## src/hdl/gpq_pkg.sv

```systemverilog
// ============================================================================
// gpq_pkg
// Shared types, codes and constants of the gated packet queue.
// ============================================================================
package gpq_pkg;

    localparam int QUEUE_DEPTH       = 16;
    localparam int MAX_PAYLOAD_BYTES = 8;
    localparam int PTR_W             = $clog2(QUEUE_DEPTH);
    localparam int LEVEL_W           = 5;
    localparam int NUM_COUNTERS      = 9;
    localparam int CNT_IDX_W         = 4;
    localparam int CNT_W             = 32;

    localparam logic [15:0] IDLE_TIMEOUT_RESET = 16'd50;

    // request functions
    localparam logic [2:0] FN_ENQUEUE = 3'd0;
    localparam logic [2:0] FN_HOST    = 3'd1;
    localparam logic [2:0] FN_TICK    = 3'd2;
    localparam logic [2:0] FN_POP     = 3'd3;
    localparam logic [2:0] FN_SEND    = 3'd4;
    localparam logic [2:0] FN_KEY     = 3'd5;
    localparam logic [2:0] FN_STAT    = 3'd6;

    // result status codes
    localparam logic [2:0] ST_DONE      = 3'd0;
    localparam logic [2:0] ST_QUEUED    = 3'd1;
    localparam logic [2:0] ST_DROPPED   = 3'd2;
    localparam logic [2:0] ST_LONG      = 3'd3;
    localparam logic [2:0] ST_DELIVERED = 3'd4;
    localparam logic [2:0] ST_HELD      = 3'd5;
    localparam logic [2:0] ST_EMPTY     = 3'd6;

    // configuration register indexes
    localparam logic [1:0] CFG_VIDEO_CTRL = 2'd0;
    localparam logic [1:0] CFG_VIDEO_DATA = 2'd1;
    localparam logic [1:0] CFG_FRAME_MARK = 2'd2;
    localparam logic [1:0] CFG_TIMEOUT    = 2'd3;

    typedef logic [CNT_IDX_W-1:0] t_cnt_idx;

    // event counter indexes
    localparam t_cnt_idx C_SEEN    = 4'd0;
    localparam t_cnt_idx C_QUEUED  = 4'd1;
    localparam t_cnt_idx C_DROPPED = 4'd2;
    localparam t_cnt_idx C_SENT    = 4'd3;
    localparam t_cnt_idx C_FAILED  = 4'd4;
    localparam t_cnt_idx C_HELD    = 4'd5;
    localparam t_cnt_idx C_ENTER   = 4'd6;
    localparam t_cnt_idx C_FRAME   = 4'd7;
    localparam t_cnt_idx C_TIMEOUT = 4'd8;

    typedef struct packed {
        logic [2:0]  func;
        logic [7:0]  pkt_type;
        logic [7:0]  pkt_length;
        logic [63:0] pkt_payload;
        logic        send_ok;
        logic [3:0]  stat_index;
    } t_in_item;

    typedef struct packed {
        logic [2:0]         status;
        logic [7:0]         out_type;
        logic [3:0]         out_length;
        logic [63:0]        out_payload;
        logic               busy_mode;
        logic [LEVEL_W-1:0] queue_level;
        logic [LEVEL_W-1:0] peak_level;
        logic [CNT_W-1:0]   stat_value;
    } t_out_item;

    typedef struct packed {
        logic             en;
        t_cnt_idx         idx;
        logic [CNT_W-1:0] data;
    } t_cnt_wr;

    // Keep the low len bytes of a payload, zero the rest.
    function automatic logic [63:0] byte_mask(input logic [7:0] len);
        logic [63:0] m;
        m = '0;
        for (int b = 0; b < 8; b++) begin
            if (8'(b) < len) begin
                m[b*8 +: 8] = 8'hFF;
            end
        end
        return m;
    endfunction

endpackage

```

## src/hdl/gpq_counters.sv

```systemverilog
// ============================================================================
// gpq_counters
// Event counter memory: one registered read port, one write port, and a
// valid bit per entry so that entries read as zero until first written.
// ============================================================================
module gpq_counters (
    input  logic                   i_clk,
    input  logic                   i_rst_n,
    input  gpq_pkg::t_cnt_idx      i_rd_addr,
    output logic [gpq_pkg::CNT_W-1:0] o_rd_data,
    input  gpq_pkg::t_cnt_wr       i_wr
);
    import gpq_pkg::*;

    logic [CNT_W-1:0]        mem [0:NUM_COUNTERS-1];
    logic [NUM_COUNTERS-1:0] r_valid;
    logic [CNT_W-1:0]        r_rd_data;
    logic                    r_rd_valid;

    always_ff @(posedge i_clk) begin
        if (i_wr.en) begin
            mem[i_wr.idx] <= i_wr.data;
        end
        r_rd_data <= mem[i_rd_addr];
    end

    always_ff @(posedge i_clk) begin
        if (!i_rst_n) begin
            r_valid    <= '0;
            r_rd_valid <= 1'b0;
        end else begin
            if (i_wr.en) begin
                r_valid[i_wr.idx] <= 1'b1;
            end
            r_rd_valid <= r_valid[i_rd_addr];
        end
    end

    assign o_rd_data = r_rd_valid ? r_rd_data : '0;

endmodule

```

## src/hdl/gated_packet_queue.sv

```systemverilog
// ============================================================================
// gated_packet_queue
// Bounded packet FIFO with drop-on-full, length reject, peak level, a video
// traffic gate on dequeue and memory-held event counters.
// ============================================================================
// Usage:
//   Requests enter on i_valid/o_ready carrying a t_in_item; each request
//   returns exactly one t_out_item on o_valid/i_ready. Configuration
//   registers (video codes, frame mark, idle timeout) are written through
//   i_cfg_valid/o_cfg_ready with an index and data; write them only while
//   no request is in flight.
//   Decisions are registered at acceptance, the result in the execute state.
//   A new request waits for the execute state and, for a pop that both counts
//   a new hold and times the gate out, a second counter bump state to pass.
//   Every event counter update is a read-modify-write through the single read
//   port of the counter memory (read at acceptance, written back in execute).
//   Packet slots sit in a 16 entry memory with a registered head read. The
//   next request is taken in the cycle the pending result is taken, so a
//   stalled receiver holds the result register and stops new requests.
//   Reset (synchronous, active low) empties the queue, opens the gate,
//   restores the default timeout and zeroes all counters at once; slot
//   contents stay undefined and no clearing pass is needed.
// ============================================================================
module gated_packet_queue (
    input  logic               i_clk,
    input  logic               i_rst_n,
    input  logic               i_valid,
    output logic               o_ready,
    input  gpq_pkg::t_in_item  i_item,
    output logic               o_valid,
    input  logic               i_ready,
    output gpq_pkg::t_out_item o_item,
    input  logic               i_cfg_valid,
    output logic               o_cfg_ready,
    input  logic [1:0]         i_cfg_index,
    input  logic [15:0]        i_cfg_data
);
    import gpq_pkg::*;

    typedef enum logic [1:0] {
        S_IDLE,
        S_EXEC,
        S_BUMP2
    } t_state;

    typedef struct packed {
        logic [7:0]  ptype;
        logic [3:0]  len;
        logic [63:0] payload;
    } t_slot;

    // decisions taken at acceptance, finished in S_EXEC (second bump: S_BUMP2)
    typedef struct packed {
        logic [2:0]         status;
        logic               deliver;
        logic               bump;
        t_cnt_idx           bump_idx;
        logic               second;
        logic               stat_rd;
        logic               busy;
        logic [LEVEL_W-1:0] level;
        logic [LEVEL_W-1:0] peak;
    } t_op;

    // configuration
    logic [7:0]  r_video_ctrl;
    logic [7:0]  r_video_data;
    logic [7:0]  r_frame_mark;
    logic [15:0] r_timeout;

    // control state
    t_state             r_state, n_state;
    logic [PTR_W-1:0]   r_wr_ptr, n_wr_ptr;
    logic [PTR_W-1:0]   r_rd_ptr, n_rd_ptr;
    logic [LEVEL_W-1:0] r_fill, n_fill;
    logic [LEVEL_W-1:0] r_peak, n_peak;
    logic               r_busy, n_busy;
    logic [15:0]        r_idle, n_idle;
    logic               r_hold, n_hold;
    t_op                r_op, n_op;
    logic               r_out_valid, n_out_valid;
    t_out_item          r_out, n_out;

    // memories and their ports
    t_slot            slot_mem [0:QUEUE_DEPTH-1];
    t_slot            r_slot_rd;
    logic             slot_we;
    t_slot            slot_wdata;
    t_cnt_idx         dec_rd_idx;
    t_cnt_idx         cnt_rd_addr;
    logic [CNT_W-1:0] cnt_rd_data;
    t_cnt_wr          cnt_wr;

    logic accept;
    logic video_hit;
    logic frame_hit;
    logic timed_out;

    assign accept      = i_valid && o_ready;
    assign o_ready     = (r_state == S_IDLE) && (!r_out_valid || i_ready);
    assign o_valid     = r_out_valid;
    assign o_item      = r_out;
    assign o_cfg_ready = 1'b1;

    assign video_hit = (i_item.pkt_type == r_video_ctrl) || (i_item.pkt_type == r_video_data);
    assign frame_hit = (i_item.pkt_type == r_frame_mark);
    assign timed_out = (r_idle >= r_timeout);

    // Configuration writes; each of the four indexes names a register.
    always_ff @(posedge i_clk) begin
        if (!i_rst_n) begin
            r_video_ctrl <= '0;
            r_video_data <= '0;
            r_frame_mark <= '0;
            r_timeout    <= IDLE_TIMEOUT_RESET;
        end else if (i_cfg_valid) begin
            unique case (i_cfg_index)
                CFG_VIDEO_CTRL: r_video_ctrl <= i_cfg_data[7:0];
                CFG_VIDEO_DATA: r_video_data <= i_cfg_data[7:0];
                CFG_FRAME_MARK: r_frame_mark <= i_cfg_data[7:0];
                CFG_TIMEOUT:    r_timeout    <= i_cfg_data;
            endcase
        end
    end

    // Decode the request against current state; everything but the memory
    // data is settled here and committed at the accept edge.
    always_comb begin
        n_wr_ptr   = r_wr_ptr;
        n_rd_ptr   = r_rd_ptr;
        n_fill     = r_fill;
        n_peak     = r_peak;
        n_busy     = r_busy;
        n_idle     = r_idle;
        n_hold     = r_hold;
        slot_we    = 1'b0;
        slot_wdata = '{ptype:   i_item.pkt_type,
                        len:    i_item.pkt_length[3:0],
                        payload: i_item.pkt_payload & byte_mask(i_item.pkt_length)};
        n_op       = '0;
        n_op.status = ST_DONE;

        unique case (i_item.func)
            FN_ENQUEUE: begin
                if (i_item.pkt_length > 8'(MAX_PAYLOAD_BYTES)) begin
                    n_op.status = ST_LONG;
                end else if (r_fill == LEVEL_W'(QUEUE_DEPTH)) begin
                    n_op.status   = ST_DROPPED;
                    n_op.bump     = 1'b1;
                    n_op.bump_idx = C_DROPPED;
                end else begin
                    slot_we       = 1'b1;
                    n_wr_ptr      = (r_wr_ptr == PTR_W'(QUEUE_DEPTH - 1)) ? '0
                                                                          : r_wr_ptr + 1'b1;
                    n_fill        = r_fill + 1'b1;
                    n_peak        = (n_fill > r_peak) ? n_fill : r_peak;
                    n_op.status   = ST_QUEUED;
                    n_op.bump     = 1'b1;
                    n_op.bump_idx = C_QUEUED;
                end
            end
            FN_HOST: begin
                if (video_hit) begin
                    n_op.bump     = !r_busy;
                    n_op.bump_idx = C_ENTER;
                    n_busy        = 1'b1;
                    n_idle        = '0;
                end else if (frame_hit) begin
                    n_op.bump     = 1'b1;
                    n_op.bump_idx = C_FRAME;
                    if (r_busy) begin
                        n_busy = 1'b0;
                        n_hold = 1'b0;
                    end
                end
            end
            FN_TICK: begin
                if (r_idle != 16'hFFFF) begin
                    n_idle = r_idle + 1'b1;
                end
            end
            FN_POP: begin
                if (r_fill == '0) begin
                    n_op.status = ST_EMPTY;
                end else begin
                    n_op.deliver = 1'b1;
                    if (r_busy) begin
                        if (!r_hold) begin
                            n_op.bump     = 1'b1;
                            n_op.bump_idx = C_HELD;
                            n_op.second   = timed_out;
                            n_hold        = 1'b1;
                        end else if (timed_out) begin
                            n_op.bump     = 1'b1;
                            n_op.bump_idx = C_TIMEOUT;
                        end
                        if (timed_out) begin
                            n_busy = 1'b0;
                        end else begin
                            n_op.deliver = 1'b0;
                            n_op.status  = ST_HELD;
                        end
                    end
                    if (n_op.deliver) begin
                        n_rd_ptr    = (r_rd_ptr == PTR_W'(QUEUE_DEPTH - 1)) ? '0
                                                                            : r_rd_ptr + 1'b1;
                        n_fill      = r_fill - 1'b1;
                        n_hold      = 1'b0;
                        n_op.status = ST_DELIVERED;
                    end
                end
            end
            FN_SEND: begin
                n_op.bump     = 1'b1;
                n_op.bump_idx = i_item.send_ok ? C_SENT : C_FAILED;
            end
            FN_KEY: begin
                n_op.bump     = 1'b1;
                n_op.bump_idx = C_SEEN;
            end
            FN_STAT: begin
                n_op.stat_rd = (i_item.stat_index < CNT_IDX_W'(NUM_COUNTERS));
            end
            default: begin
                n_op.status = ST_DONE;
            end
        endcase

        n_op.busy  = n_busy;
        n_op.level = n_fill;
        n_op.peak  = n_peak;
        dec_rd_idx = n_op.stat_rd ? i_item.stat_index : n_op.bump_idx;
    end

    // Counter port steering: read the primary counter at acceptance, the
    // timeout counter during execute when a second bump follows.
    always_comb begin
        cnt_rd_addr = dec_rd_idx;
        cnt_wr      = '0;
        unique case (r_state)
            S_IDLE: begin
                cnt_rd_addr = dec_rd_idx;
            end
            S_EXEC: begin
                cnt_rd_addr = C_TIMEOUT;
                cnt_wr.en   = r_op.bump;
                cnt_wr.idx  = r_op.bump_idx;
                cnt_wr.data = cnt_rd_data + 1'b1;
            end
            S_BUMP2: begin
                cnt_rd_addr = C_TIMEOUT;
                cnt_wr.en   = 1'b1;
                cnt_wr.idx  = C_TIMEOUT;
                cnt_wr.data = cnt_rd_data + 1'b1;
            end
        endcase
    end

    // Next state and result register.
    always_comb begin
        n_state     = r_state;
        n_out_valid = r_out_valid;
        n_out       = r_out;
        if (r_out_valid && i_ready) begin
            n_out_valid = 1'b0;
        end
        unique case (r_state)
            S_IDLE: begin
                if (accept) begin
                    n_state = S_EXEC;
                end
            end
            S_EXEC: begin
                n_state           = r_op.second ? S_BUMP2 : S_IDLE;
                n_out_valid       = 1'b1;
                n_out.status      = r_op.status;
                n_out.out_type    = r_op.deliver ? r_slot_rd.ptype : '0;
                n_out.out_length  = r_op.deliver ? r_slot_rd.len : '0;
                n_out.out_payload = r_op.deliver ? r_slot_rd.payload : '0;
                n_out.busy_mode   = r_op.busy;
                n_out.queue_level = r_op.level;
                n_out.peak_level  = r_op.peak;
                n_out.stat_value  = r_op.stat_rd ? cnt_rd_data : '0;
            end
            S_BUMP2: begin
                n_state = S_IDLE;
            end
        endcase
    end

    always_ff @(posedge i_clk) begin
        if (!i_rst_n) begin
            r_state     <= S_IDLE;
            r_wr_ptr    <= '0;
            r_rd_ptr    <= '0;
            r_fill      <= '0;
            r_peak      <= '0;
            r_busy      <= 1'b0;
            r_idle      <= '0;
            r_hold      <= 1'b0;
            r_op        <= '0;
            r_out_valid <= 1'b0;
        end else begin
            r_state     <= n_state;
            r_out_valid <= n_out_valid;
            if (accept) begin
                r_wr_ptr <= n_wr_ptr;
                r_rd_ptr <= n_rd_ptr;
                r_fill   <= n_fill;
                r_peak   <= n_peak;
                r_busy   <= n_busy;
                r_idle   <= n_idle;
                r_hold   <= n_hold;
                r_op     <= n_op;
            end
        end
    end

    // Result payload carries no reset.
    always_ff @(posedge i_clk) begin
        r_out <= n_out;
    end

    // Slot memory: write on enqueue, read the head every cycle so the head
    // entry is registered by the accept edge of a pop.
    always_ff @(posedge i_clk) begin
        if (accept && slot_we) begin
            slot_mem[r_wr_ptr] <= slot_wdata;
        end
        r_slot_rd <= slot_mem[r_rd_ptr];
    end

    gpq_counters u_counters (
        .i_clk     (i_clk),
        .i_rst_n   (i_rst_n),
        .i_rd_addr (cnt_rd_addr),
        .o_rd_data (cnt_rd_data),
        .i_wr      (cnt_wr)
    );

endmodule

```

## config.mk

```make
export PLATFORM = sky130hd
export DESIGN_NAME = gated_packet_queue
export DESIGN_NICKNAME = d
export VERILOG_FILES = /design/src/hdl/gpq_pkg.sv /design/src/hdl/gpq_counters.sv /design/src/hdl/gated_packet_queue.sv
export SDC_FILE = /design/constraint.sdc
export NUM_CORES = 2
export LEC_CHECK = 0
export ABC_AREA = 0
export BUFFER_PORTS_ARGS = -buffer_cell sky130_fd_sc_hd__buf_2
export CAP_MARGIN = 20
export CELL_PAD_IN_SITES_DETAIL_PLACEMENT = 1
export CELL_PAD_IN_SITES_GLOBAL_PLACEMENT = 2
export CORE_MARGIN = 2
export CORE_UTILIZATION = 48
export CTS_CLUSTER_DIAMETER = 200
export CTS_CLUSTER_SIZE = 16
export DETAILED_ROUTE_END_ITERATION = 8
export PLACE_DENSITY = 0.78
export REMOVE_ABC_BUFFERS = 1
export SYNTH_ARGS = -nofsm -noshare
export SYNTH_HDL_FRONTEND = slang
export SYNTH_SLANG_ARGS = --single-unit
```

## constraint.sdc

```tcl
create_clock -name i_clk -period 11 [get_ports i_clk]
set_input_delay 2.75 -clock i_clk [delete_from_list [all_inputs] [get_ports i_clk]]
set_output_delay 2.75 -clock i_clk [all_outputs]
set_load 0.02 [all_outputs]
```

== Word level (Yosys, flattened, before mapping) ==
Memory sizes are Yosys's and may differ from the RTL's. A register that Yosys moved wholly into a read port is not among the register bits.
Index checks and enable logic that the tools add are counted.

* Register bits after elaboration: 222
* Bits in latches: 0
* RAM bits: 1504
* ROM bits: 0
* Input bits: 111
* Output and inout bits: 125
* Logic and storage cells: 193
* Memories: 2

{| class="wikitable"
|+ Memory list
! memory !! words !! width !! read ports !! clocked after Yosys merged registers in !! write ports !! RTL line !! source
|-
| slot_mem || 16 || 76 || 1 || 1 || 1 || gated_packet_queue.sv:85 || <nowiki>t_slot slot_mem [0:QUEUE_DEPTH-1];</nowiki>
|-
| u_counters.mem || 9 || 32 || 1 || 1 || 1 || gpq_counters.sv:15 || <nowiki>logic [CNT_W-1:0] mem [0:NUM_COUNTERS-1];</nowiki>
|}

* $add $sub $neg: 6
* $mul: 0
* Div/mod/pow operators: 0
* Order comparisons: 15
* Eq/ne operators: 30
* Shift-type cells: 0
* Multiplexer cells: 77
* Bitwise gates (word level): 5
* Reduce and logical (&&, ||, !) cells: 29

{| class="wikitable"
|+ Operator list
! operator !! number
|-
| one-hot mux 37 bit (2 select lines) || 1
|-
| two-way mux 5 bit || 13
|-
| AND 64 bit || 1
|-
| two-way mux 8 bit || 8
|-
| adder 32 x 1 -> 32 bit (second input constant) || 1
|-
| < comparator 3 x 8 -> 1 bit (first input constant) || 4
|-
| two-way mux 16 bit || 2
|-
| two-way mux 32 bit || 1
|-
| one-hot mux 16 bit (2 select lines) || 1
|-
| two-way mux 10 bit || 3
|-
| two-way mux 1 bit || 26
|-
| one-hot mux 5 bit (5 select lines) || 1
|-
| == test 8 bit || 3
|-
| inequality test 2 bit (second input constant) || 10
|-
| adder 16 x 1 -> 16 bit (second input constant) || 1
|-
| greater-or-equal comparator 16 bit || 1
|-
| < comparator 1 x 8 -> 1 bit (first input constant) || 2
|-
| < comparator 2 x 8 -> 1 bit (first input constant) || 2
|-
| two-way mux 4 bit || 4
|-
| inequality test 16 bit (second input constant) || 1
|-
| AND reduction 4 bit || 4
|-
| two-way mux 3 bit || 4
|-
| < comparator 4 x 5 -> 1 bit (second input constant) || 2
|-
| one-hot mux 5 bit (2 select lines) || 1
|-
| other kinds (37) || 65
|}

== Longest topological paths before layout ==
* Depth after elaboration: 12
* Mapped depth: 13
* Gate-level depth less buffers: 11

== Cells and area by module ==
A second synthesis with hierarchy kept.

* Cell total of the unflattened synthesis: 3491
* Area total of the unflattened synthesis: 69850.7 um2

{| class="wikitable"
|+ By module, submodules not included
! module !! instances !! cells an instance !! area each (um2) !! sequential area each (um2)
|-
| gated_packet_queue || 1 || 2796 || 57481.4 || 43501.7
|-
| gpq_counters || 1 || 695 || 12369.4 || 9489.1
|}

== Least setup slack after synthesis ==
Ideal clock, no wire load.

* Kind: in2reg
* From: input port i_item[87] (netlist bit)
* To: memory slot_mem[3][0] (netlist bit) (enable)
* Setup time: 0.603 ns
* Arrival time: 9.147 ns
* Data required time: 10.397 ns
* Slack: 1.249 ns
* Stages on the path: 6
* Buffers on the path: 1
* Cells stage by stage: buf_2 nor3_1 nand4_1 nor2_1 nand2_1 nor3_1

* Cells in the longest elaborated chain, start to end: 5

{| class="wikitable"
|+ RTL lines
! item !! RTL line !! source
|-
| start, declared || gated_packet_queue.sv:29 || <nowiki>input gpq_pkg::t_in_item i_item,</nowiki>
|-
| zero test 3 bit || gated_packet_queue.sv:143 || <nowiki>unique case (i_item.func)</nowiki>
|-
| two-way mux 1 bit || gated_packet_queue.sv:143 ||
|-
| logical AND 1 bit || gated_packet_queue.sv:327 || <nowiki>if (accept && slot_we) begin</nowiki>
|-
| two-way mux 1 bit || gated_packet_queue.sv:327 ||
|-
| two-way mux 1 bit (implied by the code) || gated_packet_queue.sv:328 || <nowiki>slot_mem[r_wr_ptr] <= slot_wdata;</nowiki>
|-
| end, declared || gated_packet_queue.sv:85 ||
|}

No other way between the ends.

== Worst setup path in the final report ==
* From: input port i_ready
* To: output port o_ready

* Cells in the longest elaborated chain, start to end: 2

{| class="wikitable"
|+ RTL lines
! item !! RTL line !! source
|-
| start, declared || gated_packet_queue.sv:31 || <nowiki>input logic i_ready,</nowiki>
|-
| logical OR 1 bit || gated_packet_queue.sv:100 || <nowiki>assign o_ready = (r_state == S_IDLE) && (!r_out_valid || i_ready);</nowiki>
|-
| logical AND 1 bit || gated_packet_queue.sv:100 ||
|-
| end, declared || gated_packet_queue.sv:28 || <nowiki>output logic o_ready,</nowiki>
|}

No other way between the ends.

==> key figures <==
Synthesis
  • Yosys warning total: 0
  • Synth Cell Area: 0.0698 mm²
  • Post-Synthesis Cells: 3,530
  • Post-synth EDFFs: 1,626
  • Post-synth cell types: 67
  • Ys async rst share: 0
  • Sequential-to-total area share from yosys stat: 0.759
  • Mean post-synth cell area: 19.8 µm²
  • Ys flop type: edfxtp_1
  • Seq cells post-synth: 1,834

CTS
  • Hold_buf cts: 0
  • Root buffer cell: clkbuf_16
  • CTS max path bufs: 3
  • CTS tree: done
  • H-Tree Depth: 4
  • Clk_lat worst skew: 0.79 ns
  • Total CTS buffers: 132
  • CTS Sinks: 1,834
  • Clk slew on worst S/H paths: 0.07 ns
  • # resized after CTS: 0
  • Postcts setup bufs: 0

Global routing
  • Vias in the first global route: 36,212
  • Overflow after GRT: 0
  • Global-route wire length before repair: 242,000 µm
  • Largest net degree at the start of global routing: 139
  • Initial antenna violation count: 9
  • Tot GR Track Use: 0.222

Floorplan
  • Die Wd: 385 µm
  • Row count: 139
  • Core Region: 0.144 mm²
  • IO Count: 236
  • Die ar.: 0.148 mm²
  • Initial Util: 0.485
  • Die H: 385 µm

Critical path
  • Worst r2r src: r_op[5]
  • Crit end category: output port
  • Worst path max stage delay: 0.18 ns
  • Critical path fanouts, max: 3
  • Worst path cell trace: buf_2 > nand2b_1 > and2_1 > buf_2
  • Critical path's top delay family: simple AND/OR/NAND/NOR gates
  • CP Launch Point: i_ready
  • Slowest cell on crit path: and2_1
  • Crit Path Class: in -> out
  • Crit path top cell by count: buf_2
  • Critical path startpoint category: input pin
  • Buffers & Inverters on Critical Path: 2
  • Worst Path Required: 8.25 ns
  • Critical Path AT: 3.34 ns

Placement
  • PortBufs: 234
  • DP Area: 0.0736 mm²
  • Hpwl dp: 93,500 µm
  • Final GP Congestion: 0.741

Timing
  • Slew margin rel.: 0.246
  • RSZ-0062 raised after global routing: false
  • Final Hold Viols: 0
  • Crit share post-route: 0.553
  • Maximum clock rate: 164 MHz
  • Setup Viol. Count Final: 0
  • Crit path time final: 6.09 ns
  • Skew final: 0.0292 ns
  • Worst-margin pin slew: 1.13 ns
  • Hold slack: 0.443 ns
  • Max-slew violation count: 0

Route
  • Met2 wire len: 81,100 µm
  • Met3 WL: 8430 µm
  • WL/cell: 27.9 µm
  • WL final: 163,000 µm
  • Vias per cell: 5.84
  • Top sig layer: met5
  • Routed Antenna Nets: 0
  • Routed metal-1 wire length: 70,700 µm
  • First-pass DRT Iterations: 5
  • Vias: 34,110
  • First DRT Iteration DRCs: 2,852
  • DRC Markers: 0

Power and ir drop
  • Leakage: 0.0247 µW
  • VDD IR-drop max: 0.000152 V
  • PD cells: 166 mW/mm²

Final layout
  • Most common cell after layout, fill and taps aside: edfxtp_1
  • Filler cells: 12,746
  • Area delta synth->final: 11.4%
  • Final instance area: 0.0778 mm²
  • Ratio of cells with drive above 1 in the final layout: 0.233
  • Final net count: 3,978
  • Most frequent cells in the layout: 1,626 x edfxtp_1, 380 x mux4_2, 234 x buf_2, 202 x dfxtp_1, 175 x mux2i_1

Run status
  • Outcome: finished, final reports clean

Min path
  • Hold path start: r_op[19]
  • HP Class: reg -> reg

Run
  • Max Cap Viol: 0
==> registers in the layout, summed over array words and instances (netlist names) <==
| name | flops |
|---|---|
| r_video_ctrl | 8 |
| o_valid | 1 |
| r_hold | 1 |
| o_item | 122 |
| r_idle | 16 |
| r_video_data | 8 |
| r_rd_ptr | 4 |
| u_counters.r_valid | 9 |
| u_counters.r_rd_data | 32 |
| r_slot_rd | 76 |
| r_frame_mark | 8 |
| r_state | 2 |
| slot_mem | 1216 |
| r_timeout | 16 |
| r_wr_ptr | 4 |
| u_counters.mem | 288 |
| u_counters.r_rd_valid | 1 |
| r_op | 22 |
==> cell families (layout without fill, tap and decap cells) <==
| family | Yosys count | in the layout | synth area share |
|---|---|---|---|
| XOR/XNOR | 69 | 69 | 0.00866 |
| adder cells (fa/ha/maj) | 34 | 34 | 0.00609 |
| flip-flops | 1834 | 1834 | 0.759 |
| multiplexers | 557 | 557 | 0.148 |
| AND/OR/NAND/NOR | 596 | 596 | 0.0429 |
| AO/OA/AOI/OAI | 227 | 227 | 0.0223 |
| buffers and inverters | 212 | 621 | 0.0129 |
| other | 1 | 4 | 0.0000537 |
==> per-stage QoR <==
stage	TNS (ns)	instances	worst slack, ns	power (µW)	util
2_1_floorplan	-217.63	3361	-3.08	8150	-
3_3_place_gp	0	5570	4.55	8370	0.511
3_5_place_dp	0	5573	4.48	8390	0.511
5_1_grt	0	5842	4.87	13300	0.540
6_report	0	5845	4.91	12900	0.540
4_1_cts	0	5813	4.91	13000	0.538
==> routing by layer <==
| layer | GRT usage | vias up |
|---|---|---|
| met3 | 0.0349 | 182 |
| li1 | - | 14719 |
| met2 | 0.365 | 974 |
| met4 | 0.0515 | 8 |
| met5 | 0 | - |
| met1 | 0.315 | 18227 |
==> path summary, 6_finish.rpt <==
| path | endpoint | slack [ns] | depth (start not counted) |
|---|---|---|---|
| max | o_ready | 4.91 | 4 |
| min | o_item[119] | 0.44 | 0 |
| max reg2reg | u_counters.r_rd_data[12] | 6.53 | 11 |
| min reg2reg | o_item[119] | 0.44 | 0 |
==> where the power goes <==
group / switching (µW) / internal [µW]
clock: 2370 / 2310
sequential: 66.3 / 7660
combinational: 356 / 149
total: 2790 / 10100
==> synthesized netlist by cell type, types with 4 or more instances <==
library cell  count  area share
buf_4             9     0.00097
xnor2_1          35      0.0044
a221o_1           9      0.0013
nand3_1          41      0.0029
or3_1             9     0.00081
buf_1            28      0.0015
nor4_1           13      0.0012
o211ai_1          7     0.00075
and3_1           37      0.0033
dfxtp_1         208       0.060
nor2_1          150      0.0081
buf_2             8     0.00057
buf_6             8      0.0013
a211o_1          25      0.0031
inv_1            43      0.0023
o21a_1            4     0.00043
nand2_1         137      0.0074
o21ai_0          27      0.0019
nand2b_1          9     0.00081
nor2b_1          52      0.0047
nand4_1          10     0.00090
mux4_2          380        0.12
and2_1           99      0.0089
o22ai_1          10     0.00090
a21oi_1          71      0.0051
o2bb2ai_1        23      0.0029
a21o_1            9     0.00097
clkbuf_1        116      0.0062
a211oi_1          8     0.00086
nor3_1           23      0.0016
edfxtp_1       1626        0.70
ha_1             34      0.0061
xor2_1           34      0.0043
mux2i_1         175       0.025
o31ai_1           4     0.00043
==> area by class of cell <==
cell class                 instances  area, µm²  share of cell area
antenna                            3       7.51           0.0000965
clock buffer                     226       3680              0.0473
clock inverter                    14        233             0.00299
inverter                          43        163             0.00209
multi-input combinational       1484      16100               0.208
sequential                      1834      53000               0.681
tap                             1903       2380              0.0306
timing repair buffer             338       2180              0.0280
Power figures use the tool's default switching activity.
